**config.mk**
```make
export PLATFORM = sky130hd
export DESIGN_NAME = sorted_window_median_tracker
export DESIGN_NICKNAME = d
export VERILOG_FILES = /design/src/rtl/swmt_pkg.sv /design/src/rtl/swmt_cell.sv /design/src/rtl/swmt_locate.sv /design/src/rtl/sorted_window_median_tracker.sv
export VERILOG_INCLUDE_DIRS = /design/src /design/src/rtl
export SDC_FILE = /design/constraint.sdc
export NUM_CORES = 2
export LEC_CHECK = 0
export CORE_MARGIN = 1
export CORE_UTILIZATION = 43
export CTS_CLUSTER_DIAMETER = 40
export CTS_CLUSTER_SIZE = 20
export DETAILED_ROUTE_END_ITERATION = 7
export DONT_BUFFER_PORTS = 1
export GPL_TIMING_DRIVEN = 0
export PLACE_DENSITY_LB_ADDON = 0.3
export SETUP_SLACK_MARGIN = 0.15
export SYNTH_ARGS = -nofsm -noshare
export SYNTH_HDL_FRONTEND = slang
export SYNTH_HIERARCHICAL = 1
export SYNTH_SLANG_ARGS = --single-unit
export TNS_END_PERCENT = 5
```
**constraint.sdc**
```tcl
create_clock -name clk -period 5.12 [get_ports clk]
set_input_delay 0.256 -clock clk [delete_from_list [all_inputs] [get_ports clk]]
set_output_delay 0.256 -clock clk [all_outputs]
set_load 0.05 [all_outputs]
```
**src/rtl/assert_macros.svh**
```systemverilog
// Assertion macros shared by the median tracker RTL.
`ifndef ASSERT_MACROS_SVH
`define ASSERT_MACROS_SVH

// Plain condition checked at every rising clock edge outside reset.
`define SWMT_CHECK(lbl, cond, msg) \
	lbl: assert property (@(posedge clk) disable iff (!arst_n) (cond)) else $error(msg);

// Same-cycle implication checked outside reset.
`define SWMT_IMPLY(lbl, pre, post, msg) \
	lbl: assert property (@(posedge clk) disable iff (!arst_n) (pre) |-> (post)) else $error(msg);

`endif

```
**src/rtl/swmt_pkg.sv**
```systemverilog
// Shared types and constants of the sorted window median tracker.
`timescale 1ns / 1ps

package swmt_pkg;

	localparam int SAMPLE_W = 16;

	// value travelling along the chain, with its token
	typedef struct packed {
		logic                tok;
		logic [SAMPLE_W-1:0] carry;
	} wave_t;

	typedef enum logic {
		ST_IDLE,
		ST_BUSY
	} state_t;

endpackage

```
**src/rtl/swmt_cell.sv**
```systemverilog
// One entry of the sorted window, passing carried values to its neighbours.
`timescale 1ns / 1ps

module swmt_cell
	import swmt_pkg::*;
(
	input  logic                clk,
	input  logic                arst_n,
	input  wave_t               up_in,
	input  wave_t               down_in,
	output wave_t               up_out,
	output wave_t               down_out,
	output logic [SAMPLE_W-1:0] value
);

	logic [SAMPLE_W-1:0] value_q;
	wave_t               up_q;
	wave_t               down_q;

	// an empty entry takes the carry and lets the same value travel on
	always_ff @(posedge clk or negedge arst_n) begin
		if (!arst_n) begin
			value_q <= '0;
			up_q    <= '0;
			down_q  <= '0;
		end else begin
			up_q.tok   <= up_in.tok;
			down_q.tok <= down_in.tok && !up_in.tok;
			if (up_in.tok) begin
				value_q     <= up_in.carry;
				up_q.carry  <= (value_q == '0) ? up_in.carry : value_q;
			end else if (down_in.tok) begin
				value_q      <= down_in.carry;
				down_q.carry <= (value_q == '0) ? down_in.carry : value_q;
			end
		end
	end

	assign up_out   = up_q;
	assign down_out = down_q;
	assign value    = value_q;

endmodule

```
**src/rtl/swmt_locate.sv**
```systemverilog
// Insertion place search: picks the cell where the new word enters each wave.
`timescale 1ns / 1ps

module swmt_locate
	import swmt_pkg::*;
#(
	parameter int WINDOW_DEPTH = 17,
	parameter int MID          = 8
) (
	input  logic [SAMPLE_W-1:0]     sample,
	input  logic [SAMPLE_W-1:0]     win [WINDOW_DEPTH],
	output logic [WINDOW_DEPTH-1:0] start_up,
	output logic [WINDOW_DEPTH-1:0] start_down
);

	logic [WINDOW_DEPTH-1:0] hit_lo;
	logic [WINDOW_DEPTH-1:0] hit_hi;
	logic                    below;
	logic                    above;

	assign below = sample < win[MID];
	assign above = sample > win[MID];

	always_comb begin
		hit_lo     = '0;
		hit_hi     = '0;
		start_up   = '0;
		start_down = '0;
		for (int i = 1; i <= MID; i++) begin
			hit_lo[i] = (sample >= win[i-1]) && (sample <= win[i]);
		end
		for (int i = MID; i < WINDOW_DEPTH - 1; i++) begin
			hit_hi[i] = (sample >= win[i]) && (sample <= win[i+1]);
		end
		if (below) begin
			// highest match at or below the middle wins
			start_up[0] = ~|hit_lo;
			for (int i = 1; i <= MID; i++) begin
				start_up[i] = hit_lo[i] & ~|(hit_lo >> (i + 1));
			end
		end else if (above) begin
			// lowest match at or above the middle wins
			start_down[WINDOW_DEPTH-1] = ~|hit_hi;
			for (int i = MID; i < WINDOW_DEPTH - 1; i++) begin
				start_down[i] = hit_hi[i] & ~|(hit_hi << (WINDOW_DEPTH - i));
			end
		end else begin
			// equal to the middle: one copy each way, both ends drop
			start_up[MID]     = 1'b1;
			start_down[MID-1] = 1'b1;
		end
	end

endmodule

```
**src/rtl/sorted_window_median_tracker.sv**
```systemverilog
// Top level of the sorted window median tracker: cell chain, control and output register.
// From accepted word to result the carry wave walks one cell a cycle from the insertion place to
// the end of the chain; then its token clears and the output register loads. No new word is
// taken until the result is loaded; a result held at the output stalls the input.
// Reset (arst_n, async, active low) empties the window to all zero and drops any result.
`timescale 1ns / 1ps

module sorted_window_median_tracker
	import swmt_pkg::*;
#(
	parameter int WINDOW_DEPTH = 17,
	parameter int MID_INDEX    = 8
) (
	input  logic                  clk,
	input  logic                  arst_n,
	input  logic                  s_axis_tvalid,
	output logic                  s_axis_tready,
	input  logic [SAMPLE_W-1:0]   s_axis_tdata,  // [15:0] sample
	output logic                  m_axis_tvalid,
	input  logic                  m_axis_tready,
	output logic [3*SAMPLE_W-1:0] m_axis_tdata   // [15:0] window_min, [31:16] window_median,
	                                             // [47:32] window_max
);

	`include "assert_macros.svh"

	localparam int MID = (MID_INDEX < WINDOW_DEPTH) ? MID_INDEX : WINDOW_DEPTH - 1;

	state_t                  state_q;
	state_t                  state_d;
	logic                    in_acc;
	logic                    load_out;
	logic                    in_flight;
	logic [WINDOW_DEPTH-1:0] start_up;
	logic [WINDOW_DEPTH-1:0] start_down;
	logic [WINDOW_DEPTH-1:0] tok_up;
	logic [WINDOW_DEPTH-1:0] tok_down;
	logic [SAMPLE_W-1:0]     win [WINDOW_DEPTH];
	wave_t                   up_w [WINDOW_DEPTH];
	wave_t                   down_w [WINDOW_DEPTH];
	wave_t                   up_in_w [WINDOW_DEPTH];
	wave_t                   down_in_w [WINDOW_DEPTH];
	logic                    out_valid_q;
	logic [3*SAMPLE_W-1:0]   out_data_q;

	assign in_acc = s_axis_tvalid && s_axis_tready;

	swmt_locate #(
		.WINDOW_DEPTH(WINDOW_DEPTH),
		.MID         (MID)
	) u_locate (
		.sample    (s_axis_tdata),
		.win       (win),
		.start_up  (start_up),
		.start_down(start_down)
	);

	for (genvar i = 0; i < WINDOW_DEPTH; i++) begin : g_cell
		if (i == 0) begin : g_lo
			assign up_in_w[i] = (in_acc && start_up[i]) ? wave_t'{1'b1, s_axis_tdata} : '0;
		end else begin : g_lo
			assign up_in_w[i] = (in_acc && start_up[i]) ? wave_t'{1'b1, s_axis_tdata}
			                                            : up_w[i-1];
		end
		if (i == WINDOW_DEPTH - 1) begin : g_hi
			assign down_in_w[i] = (in_acc && start_down[i]) ? wave_t'{1'b1, s_axis_tdata}
			                                                : '0;
		end else begin : g_hi
			assign down_in_w[i] = (in_acc && start_down[i]) ? wave_t'{1'b1, s_axis_tdata}
			                                                : down_w[i+1];
		end

		swmt_cell u_cell (
			.clk     (clk),
			.arst_n  (arst_n),
			.up_in   (up_in_w[i]),
			.down_in (down_in_w[i]),
			.up_out  (up_w[i]),
			.down_out(down_w[i]),
			.value   (win[i])
		);

		assign tok_up[i]   = up_w[i].tok;
		assign tok_down[i] = down_w[i].tok;
	end

	assign in_flight = |tok_up || |tok_down;

	always_ff @(posedge clk or negedge arst_n) begin
		if (!arst_n) begin
			state_q <= ST_IDLE;
		end else begin
			state_q <= state_d;
		end
	end

	always_comb begin
		state_d       = state_q;
		s_axis_tready = 1'b0;
		load_out      = 1'b0;
		case (state_q)
			ST_IDLE: begin
				s_axis_tready = 1'b1;
				if (s_axis_tvalid) begin
					state_d = ST_BUSY;
				end
			end
			ST_BUSY: begin
				// window is settled once no wave is left on the chain
				if (!in_flight && (!out_valid_q || m_axis_tready)) begin
					load_out = 1'b1;
					state_d  = ST_IDLE;
				end
			end
			default: begin
				state_d = ST_IDLE;
			end
		endcase
	end

	always_ff @(posedge clk or negedge arst_n) begin
		if (!arst_n) begin
			out_valid_q <= 1'b0;
		end else if (load_out) begin
			out_valid_q <= 1'b1;
		end else if (m_axis_tready) begin
			out_valid_q <= 1'b0;
		end
	end

	always_ff @(posedge clk) begin
		if (load_out) begin
			out_data_q <= {win[WINDOW_DEPTH-1], win[MID], win[0]};
		end
	end

	assign m_axis_tvalid = out_valid_q;
	assign m_axis_tdata  = out_data_q;

	`SWMT_IMPLY(a_no_accept_in_flight, in_flight, !s_axis_tready, "word accepted while a wave runs")
	`SWMT_IMPLY(a_idle_chain_quiet, state_q == ST_IDLE, !in_flight, "wave on chain while idle")
	`SWMT_IMPLY(a_single_entry, in_acc, $onehot(start_up) || $onehot(start_down),
		"insertion place not unique")
	`SWMT_CHECK(a_entry_direction, !in_acc || !(|start_up) || !(|start_down) ||
		(start_up[MID] && start_down[MID-1]), "both waves started away from the middle")

endmodule

```
---- Word level (Yosys, flattened, before mapping) ----
Index checks and enable logic that the tools add are counted.
word-level totals
  register bits ........................... 868
  input bits .............................. 20
cells by class
  order comparisons ....................... 34
  muxes and demuxes ....................... 98
  bitwise gates (word level) .............. 31
  reduce and logical (&&, ||, !) cells .... 158
operators with widths
  cell               number
  $mux 16            66
  $mux 17            19
  $logic_not 16->1   17
  $ge 16x16->1       16
  $le 16x16->1       16
  $logic_and 1x1->1  54
  $reduce_bool 2->1  18
  $logic_not 1->1    35
  $reduce_or 17->1   2
  $reduce_and 2->1   16
  $not 1->1          17
  $gt 16x16->1       1
  $lt 16x16->1       1
  $reduce_or 8->1    2
  $and 1x1->1        14
  $reduce_or 7->1    2
  $reduce_or 6->1    2
  $mux 10            1
  $reduce_or 5->1    2
  $mux 1             9
  $mux 9             1
  $mux 8             1
  $reduce_or 4->1    2
  $reduce_or 3->1    2
  3 further kinds    5

---- Logic depth before layout (Yosys ltp) ----
  depth after elaboration ................. 11
  depth in mapped cells ................... 19
  depth with buffers taken out ............ 14

---- Cells and area by module ----
Netlist, hierarchy kept.
modules (own cells, without submodules)
  module                        instances  cells an instance  area an instance (um2)  seq. area each (um2)
  swmt_cell                     17         198                2332.2                  1251.2
  sorted_window_median_tracker  1          768                8946.1                  1491.4
  swmt_locate                   1          1008               7158.1                  0.0

---- Least setup slack after synthesis ----
No wires, ideal clock.
  path kind ............................... reg-to-reg
  start point ............................. register g_cell[8].u_cell.down_q, in the netlist g_cell[8].u_cell/down_out[16]
  end point ............................... register out_data_q[0] (netlist: m_axis_tdata[0]) (enable)
  library setup time ...................... 0.513 ns
  arrival ................................. 4.376 ns
  setup slack ............................. 0.231 ns
  cell stages (with the launch flop) ...... 4
  path buffers ............................ 0
  clock period less this slack ............ 4.889 ns
  cells stage by stage .................... dfrtp_1 -> or4_1 -> o21bai_1 -> nor3_1
between the ends
  cells in the longest elaborated chain, start to end .. 6
RTL lines
  element                 line                                 source
  start: declaration      swmt_cell.sv:18                      wave_t down_q;
  $reduce_or 17->1        sorted_window_median_tracker.sv:87   assign in_flight = |tok_up || |tok_down;
  $logic_or 1x1->1        sorted_window_median_tracker.sv:87
  $logic_not 1->1         sorted_window_median_tracker.sv:110  if (!in_flight && (!out_valid_q || m_axis_tready)) begin
  $logic_and 1x1->1       sorted_window_median_tracker.sv:110
  $mux 1                  sorted_window_median_tracker.sv:110
  $mux 1                  sorted_window_median_tracker.sv:101  case (state_q)
  via load_out            sorted_window_median_tracker.sv:32   logic load_out;
  end signal: assignment  sorted_window_median_tracker.sv:133  out_data_q <= {win[WINDOW_DEPTH-1], win[MID], win[0]};
  end: declaration        sorted_window_median_tracker.sv:44   logic [3*SAMPLE_W-1:0] out_data_q;
The timed path passes the listed nets, and every way through them passes these cells.
A chain may end at the register's enable or synchronous reset.

==> summary.txt <==
Setup path
  – WP data required: 5.76 ns
  – Worst-path fanout max: 10
  – R2R setup slack: 0.30 ns
  – Setup crit end kind: flip-flop
  – Crit path launch type: flip-flop
  – Reg2reg path depth: 16
  – Worst r2r src: g_cell[8].u_cell/value[11]$_DFFE_PN0P_
  – R2R Path End: g_cell[3].u_cell/up_out[8]$_DFFE_PN0P_
  – CP arrival: 5.45 ns
  – Crit path from: g_cell[8].u_cell/value[11]$_DFFE_PN0P_
  – CP Class: flip-flop to flip-flop

Clocking
  – Root buf cell: clkbuf_16
  – Clk_lat worst skew: 0.78 ns
  – Clk buf depth: 3
  – Clock Sinks: 868
  – Clock-pin slew on the worst setup and hold paths: 0.05 ns
  – TritonCTS Buffers: 147
  – CTS tree: done
  – H-tree levels: 4

Global route
  – Pin count of the biggest net entering global routing: 821
  – Total Routing Usage GR: 27.6%
  – Vias in the first global route: 41100
  – Grt ovf: 0
  – Initial antenna violation count: 11
  – First-pass GRT wire length: 266000 um

Die
  – Die H: 357 um
  – Die Wd: 357 um
  – Die area: 128000 um^2
  – # rows: 130
  – Boundary Pins: 70
  – Core area: 125000 um^2
  – Initial Util: 43.3%

Detailed routing
  – DRT iter0 DRCs: 3644
  – DR pass1 iterations: 6
  – Residual DRC: 0
  – Vias per cell: 5.74
  – Vias post-DR: 40200
  – WL final: 176000 um
  – Wire per inst: 25.1 um
  – Final ANT Viol Nets: 0

Worst hold path
  – Hold Path Class: input pin to asynchronous set/reset pin

Timing
  – Fmax: 0.208 GHz
  – Unrepaired setup endpoints after global routing: true
  – Rel. slew slack: 24.9%
  – Max Slew Vio Count: 0
  – Tightest Pin Transition: 1.13 ns
  – Clock skew: 0.0356 ns
  – Crit path time final: 4.82 ns
  – Endpoints failing hold: 0
  – Setup violators final: 0
  – Period utilisation layout: 94.0%

Power and ir drop
  – Reg power frac: 31.3%
  – Gate power share: 40.5%
  – Peak supply drop: 0.705 mV
  – Pleak: 25.9 nW
  – PwrDens: 600 nW/um^2
  – Switching Fraction: 42.3%
  – Clock power frac: 28.2%
  – Psw: 15.8 mW
  – Pint: 21.5 mW

Status
  – Status: finished clean

Final layout
  – Final core occ: 49.6%
  – P&R area growth vs syn: 14.5%
  – Net total in the final layout: 5512
  – Non-Filler Instances: 7000
  – # fillers: 11200
  – Proportion of layout cells with a drive suffix above 1: 26.8%

Synthesis
  – Yosys warns: 6
  – Post-Syn Area: 54300 um^2
  – Avg Synthesized Cell Area: 10.8 um^2
  – Post-Synthesis Cells: 5026

Placement
  – Placer Congestion: 0.893
  – Placed Instances: 6696
  – Final HPWL DP: 121000 um
  – PortBufs: 0

Run
  – Max_cap viols: 0
==> metrics by stage <==
stage	area [um^2]	hold slack [ns]	total power, mW	TNS, ns	worst slack [ns]
6_report	62200	0.0625	37.3	0	0.305
4_1_cts	62000	-0.773	37.1	0	0.0856
3_3_place_gp	56400	0.0552	26.2	-380.94	-3.88
5_1_grt	62200	0.100	39.2	0	0.111
2_1_floorplan	54400	-0.0396	21.9	0	0.231
3_5_place_dp	56500	0.0531	26.4	-22.95	-0.372
==> final cells by class <==
class	instances	area, um^2	area share [%]
Antenna cell	4	10.0	0.0161
Buffer	340	2390	3.84
Clock buffer	183	4120	6.63
Clock inverter	92	1160	1.86
Inverter	273	1020	1.65
Multi-Input combinational cell	3559	29000	46.7
Sequential cell	868	22000	35.3
Tap cell	1650	2060	3.32
Timing Repair Buffer	31	407	0.654
==> state kept, by name, summed over array words and instances (netlist names) <==
register	count
state_q	1
m_axis_tvalid	1
m_axis_tdata	48
g_cell.u_cell/down_out	273
g_cell.u_cell/value	272
g_cell.u_cell/up_out	273
==> power groups by stage <==
stage,logic (mW),registers [mW],clock network (mW)
5_1_grt,16.4,11.9,10.9
2_1_floorplan,11.2,10.7,0
4_1_cts,14.9,11.6,10.6
6_report,15.1,11.7,10.5
3_5_place_dp,14.7,11.7,0
3_3_place_gp,14.4,11.7,0
==> routing by layer <==
metal	global-route usage [%]	routed length, um	vias up
li1	-	-	18400
met1	37.0	76800	20000
met2	44.4	81700	1331
met3	4.10	9930	356
met4	11.8	7280	8
met5	0	50	-
==> how the worst max path moves through the flow <==
stage          slack, ns                                        end  cells past startpoint
6_report            0.30     g_cell[3].u_cell/up_out[8]$_DFFE_PN0P_                     16
3_5_place_dp       -0.37    g_cell[0].u_cell/up_out[10]$_DFFE_PN0P_                     14
3_3_place_gp       -3.88                 m_axis_tdata[13]$_DFFE_PP_                      3
4_1_cts             0.09  g_cell[12].u_cell/down_out[3]$_DFFE_PN0P_                     18
2_1_floorplan       0.23                  m_axis_tdata[0]$_DFFE_PP_                      3
5_1_grt             0.11     g_cell[1].u_cell/up_out[1]$_DFFE_PN0P_                     16
==> layout by cell type (no fill, tap or decap), types with 14 or more instances in the layout <==
| master | instances |
|---|---|
| clkinvlp_4 | 19 |
| dlygate4sd3_1 | 19 |
| buf_1 | 16 |
| clkbuf_8 | 16 |
| edfxtp_1 | 48 |
| buf_6 | 96 |
| nor2b_1 | 29 |
| inv_6 | 16 |
| nor2_1 | 27 |
| ha_1 | 272 |
| mux2_2 | 422 |
| clkbuf_1 | 99 |
| a21o_1 | 19 |
| o21ai_0 | 337 |
| clkinv_4 | 14 |
| a21oi_1 | 102 |
| mux2_4 | 90 |
| nand4_1 | 53 |
| nand3_1 | 24 |
| nand2b_1 | 37 |
| inv_1 | 272 |
| nor4_2 | 70 |
| and3_1 | 32 |
| clkbuf_16 | 154 |
| bufinv_16 | 17 |
| nand4_2 | 18 |
| buf_2 | 57 |
| mux2i_1 | 784 |
| buf_4 | 86 |
| dfrtp_1 | 814 |
| nand2_2 | 22 |
| conb_1 | 15 |
| o21ai_2 | 272 |
| nand2_1 | 584 |
| o21ai_1 | 208 |
==> worst max-delay path, cell delays in order (launching register included) <==
cell,delay [ns]
dfrtp_2,0.46
inv_1,0.07
ha_1,0.33
a21oi_1,0.14
o21ai_0,0.17
a221oi_1,0.48
nand3_2,0.24
nor4_4,0.32
buf_4,0.21
nand2_1,0.08
nor3b_1,0.35
nand2_2,0.22
buf_2,0.26
nand2b_1,0.28
buf_1,0.65
mux2i_1,0.32
o21ai_2,0.07
==> repair_timing <==
item                       4_1_cts  5_1_grt
hold endpoints to repair       886      441
hold buffers                    18        2
gates resized for setup          2       17
setup endpoints to repair       45      222
pin swaps                        0        2
setup buffers                    0        1
Power figures use the tool's default switching activity.
